### config.mk
export PLATFORM = sky130hd
export DESIGN_NAME = header_length_checksum_deframer
export DESIGN_NICKNAME = d
export VERILOG_FILES = /design/src/sv/hlcd_pkg.sv /design/src/sv/header_length_checksum_deframer.sv
export VERILOG_INCLUDE_DIRS = /design/src /design/src/sv
export SDC_FILE = /design/constraint.sdc
export NUM_CORES = 1
export LEC_CHECK = 0
export ABC_AREA = 1
export BUFFER_PORTS_ARGS = -buffer_cell sky130_fd_sc_hd__buf_2
export CORE_MARGIN = 4
export CORE_UTILIZATION = 44
export DETAILED_ROUTE_END_ITERATION = 6
export PLACE_DENSITY = 0.7
export SYNTH_ARGS = -nofsm -noshare
export SYNTH_HDL_FRONTEND = slang
export SYNTH_SLANG_ARGS = --single-unit
### constraint.sdc
create_clock -name clk -period 9.3 [get_ports clk]
set_input_delay 0.465 -clock clk [delete_from_list [all_inputs] [get_ports clk]]
set_output_delay 0.465 -clock clk [all_outputs]
set_load 0.005 [all_outputs]
### src/sv/header_length_checksum_deframer_assert.svh
// assertion macros for the header/length/checksum deframer
// expects a clock named clk and an active-high reset named rst in scope
`ifndef HEADER_LENGTH_CHECKSUM_DEFRAMER_ASSERT_SVH
`define HEADER_LENGTH_CHECKSUM_DEFRAMER_ASSERT_SVH

// same-cycle implication, checked outside reset
`define HLCD_ASSERT_IMP(label, ante, cons, msg) \
  label: assert property (@(posedge clk) disable iff (rst) (ante) |-> (cons)) \
    else $error(msg);

// next-cycle implication, checked outside reset
`define HLCD_ASSERT_NXT(label, ante, cons, msg) \
  label: assert property (@(posedge clk) disable iff (rst) (ante) |=> (cons)) \
    else $error(msg);

`endif

### src/sv/hlcd_pkg.sv
// shared types and constants for the header/length/checksum deframer
// no dependencies
package hlcd_pkg;

  // framing constants
  localparam logic [7:0] HDR_BYTE        = 8'h7e;
  localparam int         LEN_BYTES       = 4;
  localparam int         DEF_MAX_PAYLOAD = 4096;

  // field widths of a result transaction
  localparam int PLEN_W    = 13;
  localparam int SUM_W     = 16;
  localparam int OUT_DATA_W = 72;

  // receive phase
  typedef enum logic [3:0] {
    PH_HUNT  = 4'd0,
    PH_CMD   = 4'd1,
    PH_EXT   = 4'd2,
    PH_LEN   = 4'd3,
    PH_DATA  = 4'd7,
    PH_SUMHI = 4'd8,
    PH_SUMLO = 4'd9
  } phase_t;

  // result kind carried on tuser
  typedef enum logic [1:0] {
    KIND_PAYLOAD  = 2'd0,
    KIND_OK       = 2'd1,
    KIND_MISMATCH = 2'd2,
    KIND_TOO_LONG = 2'd3
  } kind_t;

endpackage

### src/sv/header_length_checksum_deframer.sv
// Byte stream deframer: 0x7e header, command, extension, 4-byte length,
// payload and 16-bit additive checksum. An accepted byte is registered in the
// input register, then its result goes to the output register once that is free.
// Throughput: one byte per cycle while the output is not stalled, set by the
// single-pass phase/sum update. Reset (rst, synchronous) empties both registers
// and returns to header hunting with all packet state cleared.
`include "header_length_checksum_deframer_assert.svh"

module header_length_checksum_deframer
  import hlcd_pkg::*;
#(
  parameter int MAX_PAYLOAD = DEF_MAX_PAYLOAD
) (
  input  logic                  clk,
  input  logic                  rst,
  input  logic                  s_axis_tvalid,
  output logic                  s_axis_tready,
  input  logic [7:0]            s_axis_tdata,  // rx_byte
  output logic                  m_axis_tvalid,
  input  logic                  m_axis_tready,
  // command, command_ext, payload_length, payload_byte, computed_sum,
  // received_sum, then zero fill
  output logic [OUT_DATA_W-1:0] m_axis_tdata,
  output logic [1:0]            m_axis_tuser   // kind
);

  localparam int          CNT_W     = (MAX_PAYLOAD > 1) ? $clog2(MAX_PAYLOAD + 1) : 1;
  localparam logic [31:0] MAX_LEN   = 32'(MAX_PAYLOAD);
  localparam logic [1:0]  LEN_LAST  = 2'(LEN_BYTES - 1);

  // input register
  logic       in_valid;
  logic [7:0] in_byte;

  // packet state
  phase_t           phase, phase_next;
  logic [7:0]       cmd_reg, cmd_reg_next;
  logic [7:0]       cmd_ext_reg, cmd_ext_reg_next;
  logic [31:0]      length_reg, length_reg_next;
  logic [1:0]       len_count, len_count_next;
  logic [CNT_W-1:0] bytes_left, bytes_left_next;
  logic [SUM_W-1:0] running_sum, running_sum_next;
  logic [7:0]       sum_high_byte, sum_high_byte_next;

  // result of the current byte
  logic              emit;
  kind_t             kind;
  logic [7:0]        pbyte;
  logic [SUM_W-1:0]  rsum;
  logic [PLEN_W-1:0] plen;

  // output register
  logic       out_free;
  logic       fire;

  assign out_free      = !m_axis_tvalid || m_axis_tready;
  assign fire          = in_valid && out_free;
  assign s_axis_tready = !in_valid || out_free;

  // input register
  always_ff @(posedge clk) begin
    if (rst) begin
      in_valid <= 1'b0;
    end else if (s_axis_tready) begin
      in_valid <= s_axis_tvalid;
    end
    if (s_axis_tready && s_axis_tvalid) begin
      in_byte <= s_axis_tdata;
    end
  end

  // phase update and result for one byte
  always_comb begin
    phase_next         = phase;
    cmd_reg_next       = cmd_reg;
    cmd_ext_reg_next   = cmd_ext_reg;
    length_reg_next    = length_reg;
    len_count_next     = len_count;
    bytes_left_next    = bytes_left;
    running_sum_next   = running_sum + SUM_W'(in_byte);
    sum_high_byte_next = sum_high_byte;
    emit               = 1'b0;
    kind               = KIND_PAYLOAD;
    pbyte              = 8'd0;
    rsum               = '0;
    plen               = length_reg[PLEN_W-1:0];
    case (phase)
      PH_HUNT: begin
        running_sum_next = running_sum;
        if (in_byte == HDR_BYTE) begin
          running_sum_next = SUM_W'(in_byte);
          phase_next       = PH_CMD;
        end
      end
      PH_CMD: begin
        cmd_reg_next = in_byte;
        phase_next   = PH_EXT;
      end
      PH_EXT: begin
        cmd_ext_reg_next = in_byte;
        length_reg_next  = '0;
        len_count_next   = LEN_LAST;
        phase_next       = PH_LEN;
      end
      PH_LEN: begin
        length_reg_next = {length_reg[23:0], in_byte};
        if (len_count != 2'd0) begin
          len_count_next = len_count - 2'd1;
        end else if (length_reg_next > MAX_LEN) begin
          emit       = 1'b1;
          kind       = KIND_TOO_LONG;
          plen       = MAX_LEN[PLEN_W-1:0];
          phase_next = PH_HUNT;
        end else begin
          // length fits the counter once it is not above the limit
          bytes_left_next = length_reg_next[CNT_W-1:0];
          plen            = length_reg_next[PLEN_W-1:0];
          phase_next      = (length_reg_next == 32'd0) ? PH_SUMHI : PH_DATA;
        end
      end
      PH_DATA: begin
        emit            = 1'b1;
        kind            = KIND_PAYLOAD;
        pbyte           = in_byte;
        bytes_left_next = bytes_left - CNT_W'(1);
        if (bytes_left_next == '0) begin
          phase_next = PH_SUMHI;
        end
      end
      PH_SUMHI: begin
        running_sum_next   = running_sum;
        sum_high_byte_next = in_byte;
        phase_next         = PH_SUMLO;
      end
      PH_SUMLO: begin
        running_sum_next = running_sum;
        rsum             = {sum_high_byte, in_byte};
        emit             = 1'b1;
        kind             = (rsum == running_sum) ? KIND_OK : KIND_MISMATCH;
        phase_next       = PH_HUNT;
      end
      default: begin
        running_sum_next = running_sum;
        phase_next       = PH_HUNT;
      end
    endcase
  end

  // packet state registers
  always_ff @(posedge clk) begin
    if (rst) begin
      phase         <= PH_HUNT;
      cmd_reg       <= '0;
      cmd_ext_reg   <= '0;
      length_reg    <= '0;
      len_count     <= '0;
      bytes_left    <= '0;
      running_sum   <= '0;
      sum_high_byte <= '0;
    end else if (fire) begin
      phase         <= phase_next;
      cmd_reg       <= cmd_reg_next;
      cmd_ext_reg   <= cmd_ext_reg_next;
      length_reg    <= length_reg_next;
      len_count     <= len_count_next;
      bytes_left    <= bytes_left_next;
      running_sum   <= running_sum_next;
      sum_high_byte <= sum_high_byte_next;
    end
  end

  // result register
  always_ff @(posedge clk) begin
    if (rst) begin
      m_axis_tvalid <= 1'b0;
    end else if (out_free) begin
      m_axis_tvalid <= fire && emit;
    end
    if (fire && emit) begin
      m_axis_tuser <= kind;
      m_axis_tdata <= {3'd0, rsum, running_sum_next, pbyte, plen,
                       cmd_ext_reg_next, cmd_reg_next};
    end
  end

  // checks on the deframer's own logic
  `HLCD_ASSERT_IMP(a_data_has_bytes, phase == PH_DATA, bytes_left != '0,
    "payload phase with no bytes left")
  `HLCD_ASSERT_NXT(a_trailer_ends, fire && phase == PH_SUMLO,
    m_axis_tvalid && phase == PH_HUNT, "checksum trailer did not end packet")
  `HLCD_ASSERT_IMP(a_ok_sums_match, m_axis_tvalid && m_axis_tuser == KIND_OK,
    m_axis_tdata[52:37] == m_axis_tdata[68:53], "ok status with unequal sums")
  `HLCD_ASSERT_IMP(a_payload_no_rsum,
    m_axis_tvalid && m_axis_tuser == KIND_PAYLOAD,
    m_axis_tdata[68:53] == 16'd0, "payload result carries a checksum")

endmodule

### Word-level counts from Yosys, hierarchy flattened

Cells that the tools add are included.

| operators by class | value |
|---|---|
| multipliers | 0 |
| mux-type cells | 26 |
| reduce and logical (&&, ||, !) cells | 20 |
| magnitude comparators | 1 |
| add/sub/neg operators | 3 |
| divide/modulo/power cells | 0 |
| bitwise operators | 0 |
| equal/unequal tests | 13 |
| shift operators | 0 |

Operators with widths:

| kind | number |
|---|---|
| 13-bit 2-to-1 mux | 5 |
| 24-bit one-hot mux with 2 select lines | 1 |
| 32-bit by 13-bit > comparator with 1-bit output, second input constant | 1 |
| 32-bit logical NOT | 1 |
| 16-bit one-hot mux with 2 select lines | 1 |
| 13-bit one-hot mux with 2 select lines | 1 |
| 4-bit one-hot mux with 6 select lines | 1 |
| 4-bit 2-to-1 mux | 5 |
| 16-bit by 8-bit adder with 16-bit output | 1 |
| 16-bit equality test | 1 |
| 16-bit 2-to-1 mux | 1 |
| 8-bit 2-to-1 mux | 2 |
| 13-bit logical NOT | 1 |
| 13-bit by 1-bit subtractor with 13-bit output, second input constant | 1 |
| 2-bit inequality test, second input constant | 5 |
| 4-bit by 2-bit equality test with 1-bit output, second input constant | 2 |
| 4-bit equality test, second input constant | 2 |
| 8-bit by 7-bit equality test with 1-bit output, second input constant | 1 |
| 2-bit 2-to-1 mux | 4 |
| 2-bit one-hot mux with 2 select lines | 2 |
| 4-bit AND reduction | 2 |
| 2-bit nonzero test | 3 |
| 4-bit by 1-bit equality test with 1-bit output, second input constant | 1 |
| 4-bit by 3-bit equality test with 1-bit output, second input constant | 1 |
| other kinds (11) | 17 |

| word-level totals | value |
|---|---|
| ROM bits | 0 |
| output and inout bits | 76 |
| latch bits | 0 |
| register bits after elaboration | 164 |
| logic and storage cells | 78 |
| RAM bits | 0 |
| memories kept | 0 |
| input port bits | 12 |

### Longest topological paths before layout

| depth | value |
|---|---|
| depth in word-level cells | 5 |
| depth in mapped cells | 15 |
| mapped depth without buffers | 15 |

### Worst setup path before layout

No wires, ideal clock.

| timing | value |
|---|---|
| path type | register -> register |
| start point | reg phase[1] |
| end point | reg m_axis_tdata[0] (enable) |
| setup time | 0.425 ns |
| stages on the path, launching flop included | 11 |
| clock period less this slack | 3.049 ns |
| setup slack | 6.251 ns |
| data arrival time | 2.624 ns |
| path through | dfxtp_1 -> nand2_1 -> nor2_1 -> inv_2 -> nor2_4 -> inv_2 -> buf_6 -> buf_6 -> nand3_1 -> nand2_1 -> inv_1 |

| on the way | value |
|---|---|
| cells in the longest elaborated chain, start to end | 4 |
| elaborated cells on any way between the ends | 6 |

Ends and longest elaborated chain:

| what | line | RTL |
|---|---|---|
| start, declared | header_length_checksum_deframer.sv:36 | `phase_t phase, phase_next;` |
| start signal, assigned | header_length_checksum_deframer.sv:161 | `phase <= phase_next;` |
| 4-bit by 3-bit equality test with 1-bit output or 4-bit equality test (tied branches) | header_length_checksum_deframer.sv:87 | `case (phase)` |
| 2-bit OR reduction (no line) | - |  |
| 1-bit one-hot mux with 2 select lines * | header_length_checksum_deframer.sv:87 |  |
| 1-bit logical AND * | header_length_checksum_deframer.sv:179 | `if (fire && emit) begin` |
| end signal, assigned | header_length_checksum_deframer.sv:181 | `m_axis_tdata <= {3'd0, rsum, running_sum_next, pbyte, plen,` |
| end, declared | header_length_checksum_deframer.sv:23 | `output logic [OUT_DATA_W-1:0] m_axis_tdata,` |

Every way passes the cells marked *; elsewhere a longest branch is shown, timed or not.
A chain may end at the register's enable or synchronous reset.

### Worst setup path after layout

| timing | value |
|---|---|
| start point | reg m_axis_tvalid |
| end point | reg m_axis_tdata[66] (enable) |

| on the way | value |
|---|---|
| cells in the longest elaborated chain, start to end | 4 |

Ends and longest elaborated chain:

| what | line | RTL |
|---|---|---|
| start, declared | header_length_checksum_deframer.sv:19 | `output logic m_axis_tvalid,` |
| start signal, assigned | header_length_checksum_deframer.sv:177 | `m_axis_tvalid <= fire && emit;` |
| 1-bit logical NOT | header_length_checksum_deframer.sv:56 | `assign out_free = !m_axis_tvalid \|\| m_axis_tready;` |
| 1-bit logical OR | header_length_checksum_deframer.sv:56 |  |
| 1-bit logical AND | header_length_checksum_deframer.sv:57 | `assign fire = in_valid && out_free;` |
| 1-bit logical AND | header_length_checksum_deframer.sv:179 |  |

No other way between the ends.

==> qor.txt <==
status - finished, final reports clean
PnR worst setup slack - 6.07 ns
vias in the first global route - 5936
post-CTS setup buffer count - 0
Setup TNS - 0 ns
DR iter-0 viols - 682
number of gates resized after cts - 0
register-to-register setup slack - 6.07 ns
Initial Utilization - 45.5%
Leakage - 3.88 nW
period utilization - 34.7%
die footprint - 0.0195 mm2
Multi-input gate area - 0.00292 mm2
Die H - 140 um
worst IR drop on VDD - 0.000134 V
Least-Margin Pin Slew - 1.07 ns
WL/cell - 14.8 um
vias - 6347
commonest non-fill, non-tap cell in the layout - nand2_1
HPWL Detailed - 12300 um
MaxCap Viol Count - 0
post-route insts no fill - 1229
P per Cell Area - 181 mW/mm2
CP required - 9.36 ns
area growth from synthesis to layout - 14.3%
fmax - 0.310 GHz
Critical Path Sink Type - flop
# IOs - 88
sequential share of the synthesized area - 53.5%
Net Sw Frac - 25.4%
Int Pwr - 1.18 mW
Via density - 5.16
peak fanout along the critical path - 46
layout cells sized above 1 - 14.7%
gr ovfl total - 0
post-synth top area share - 31.1%
startpoint types - flop
hold wc startpoint - s_axis_tdata[5]
Synth Flop Type - dfxtp_1
number of port buffers - 84
Sequential Power Share - 49.7%
CTS tree - built
Clock power frac - 42.3%
clock transition at the registers of the reported paths - 0.07 ns
# clock sinks - 164
Post-synth EDFFs - 79
Skew-Pair Late Insertion Delay - 0.43 ns
final worst path period need - 3.23 ns
Nets - 1020
deepest clock path buffer count - 2
n_diodes - 0
cell count after synthesis - 924
combinational power share - 8.0%
CTS Buf Count - 17
Rows - 47
asr flop ratio synth - 0%
post-synth cell types - 43
WHS Path Cells - 1
Core Region - 0.0168 mm2
sw power - 0.401 mW
routability cong. - 0.874
RSZ-0062 raised after global routing - false
Hold Buf Count CTS - 0
Mean Syn Cell Area - 8.25 um2
FF-to-FF Start - m_axis_tvalid
Ys Warns - 0
register area - 0.00407 mm2
DRT Wirelength - 18200 um
Largest register FFs - 69
die width - 140 um
GRT Total Usage - 19.1%
worst hold endpoint - in_byte[5]
pin count of the biggest net entering global routing - 59
Synth Cell Area - 0.00762 mm2
first-pass GRT wire length - 30000 um
Post-Place Setup Slack - 5.77 ns
H-tree depth - 4
dpl cells - 1197
clock root buffer master - clkbuf_16
cell taking the most area after synthesis - edfxtp_1
most frequent cells in the layout - nand2_1, nor2_1, inv_1
Area contributors post-synth - edfxtp_1, dfxtp_1, nand2_1, nor2_1, o21ai_0
Fill cells - 1553
R2R cell count - 7
Setup Skew - 0.00968 ns
Worst Setup Path Type - reg -> reg
antenna violations before repair - 0
router iterations before antenna repair - 5
worst r2r dst - m_axis_tdata[66]
Hold WC Path Type - in -> reg
Yosys reg bits - 164
Crit path arrival time - 3.29 ns
Tot Pwr - 1.58 mW
Slew Viols, Final - 0
count of final setup violators - 0
post-route ant nets - 0
Max-slew headroom - 28.7%
Final Hold Fails - 0
DRC - 0
power groups by stage:
stage          registers, mW  clock network, mW  logic [mW]
3_5_place_dp           0.800                  0       0.124
2_1_floorplan          0.794                  0      0.0936
4_1_cts                0.784              0.681       0.125
3_3_place_gp           0.800                  0       0.122
6_report               0.784              0.667       0.126
5_1_grt                0.785              0.714       0.144
critical path: stages (launching register included):
cell and delay, ns:
dfxtp_1 0.32, nand2_1 0.08, nand2_1 0.05, buf_4 0.25, inv_1 0.82, nand2_1 0.24
inv_2 0.46, buf_4 0.59
worst max-delay path by stage:
stage | to | cells after the start | slack [ns] | start
2_1_floorplan | m_axis_tdata[0] | 10 | 6.25 | phase[1]
3_3_place_gp | m_axis_tdata[66] | 9 | 5.86 | m_axis_tready
3_5_place_dp | m_axis_tdata[66] | 9 | 5.77 | m_axis_tready
4_1_cts | m_axis_tdata[30] | 7 | 6.04 | m_axis_tvalid
5_1_grt | m_axis_tdata[68] | 7 | 5.76 | m_axis_tvalid
6_report | m_axis_tdata[66] | 7 | 6.07 | m_axis_tvalid
logic make-up (layout without fill, tap and decap cells):
logic type	count (synthesis)	after routing	share of synthesized area (%)
AO/OA/AOI/OAI	192	192	13.5
XOR/XNOR	6	6	0.690
adder cells (fa/ha/maj)	12	12	2.07
buffers and inverters	153	236	8.37
flip-flops	164	164	53.5
other	1	3	0.0492
AND/OR/NAND/NOR	396	396	21.8
cell usage after synthesis (5+ instances only):
cell type / number
o21ai_1: 13
o21ai_0: 87
buf_2: 11
o22ai_1: 8
nor2_1: 139
dfxtp_1: 85
a21oi_1: 63
nand4_1: 11
nor2_2: 7
a22oi_1: 9
inv_2: 9
edfxtp_1: 79
nand3_1: 41
clkbuf_1: 17
buf_6: 5
nand2_1: 175
inv_1: 107
ha_1: 11
per-stage QoR:
stage / hold WS, ns / utilization (%) / area (um2)
2_1_floorplan: 0.431 / - / 7630
3_3_place_gp: 0.451 / 48.6 / 8150
3_5_place_dp: 0.461 / 48.6 / 8150
4_1_cts: 0.190 / 51.9 / 8710
5_1_grt: 0.192 / 51.9 / 8710
6_report: 0.208 / 51.9 / 8710
routing by layer:
metal	part of all wire, %	global-route usage (%)	vias to the layer above
met4	2.5	7.90	0
met2	45	29.7	207
met1	46	26.0	2931
met5	0	0	-
li1	-	-	3178
met3	6.6	4.05	31
final cells by class:
| class | count | area share (%) |
|---|---|---|
| clock buffer | 18 | 4.93 |
| sequential | 164 | 46.8 |
| inverter | 117 | 5.06 |
| clock inverter | 14 | 1.48 |
| multi-input combinational | 609 | 33.5 |
| tap | 220 | 3.16 |
| timing repair buffer | 87 | 5.09 |
Note: power is estimated with default switching activity, not from simulation.
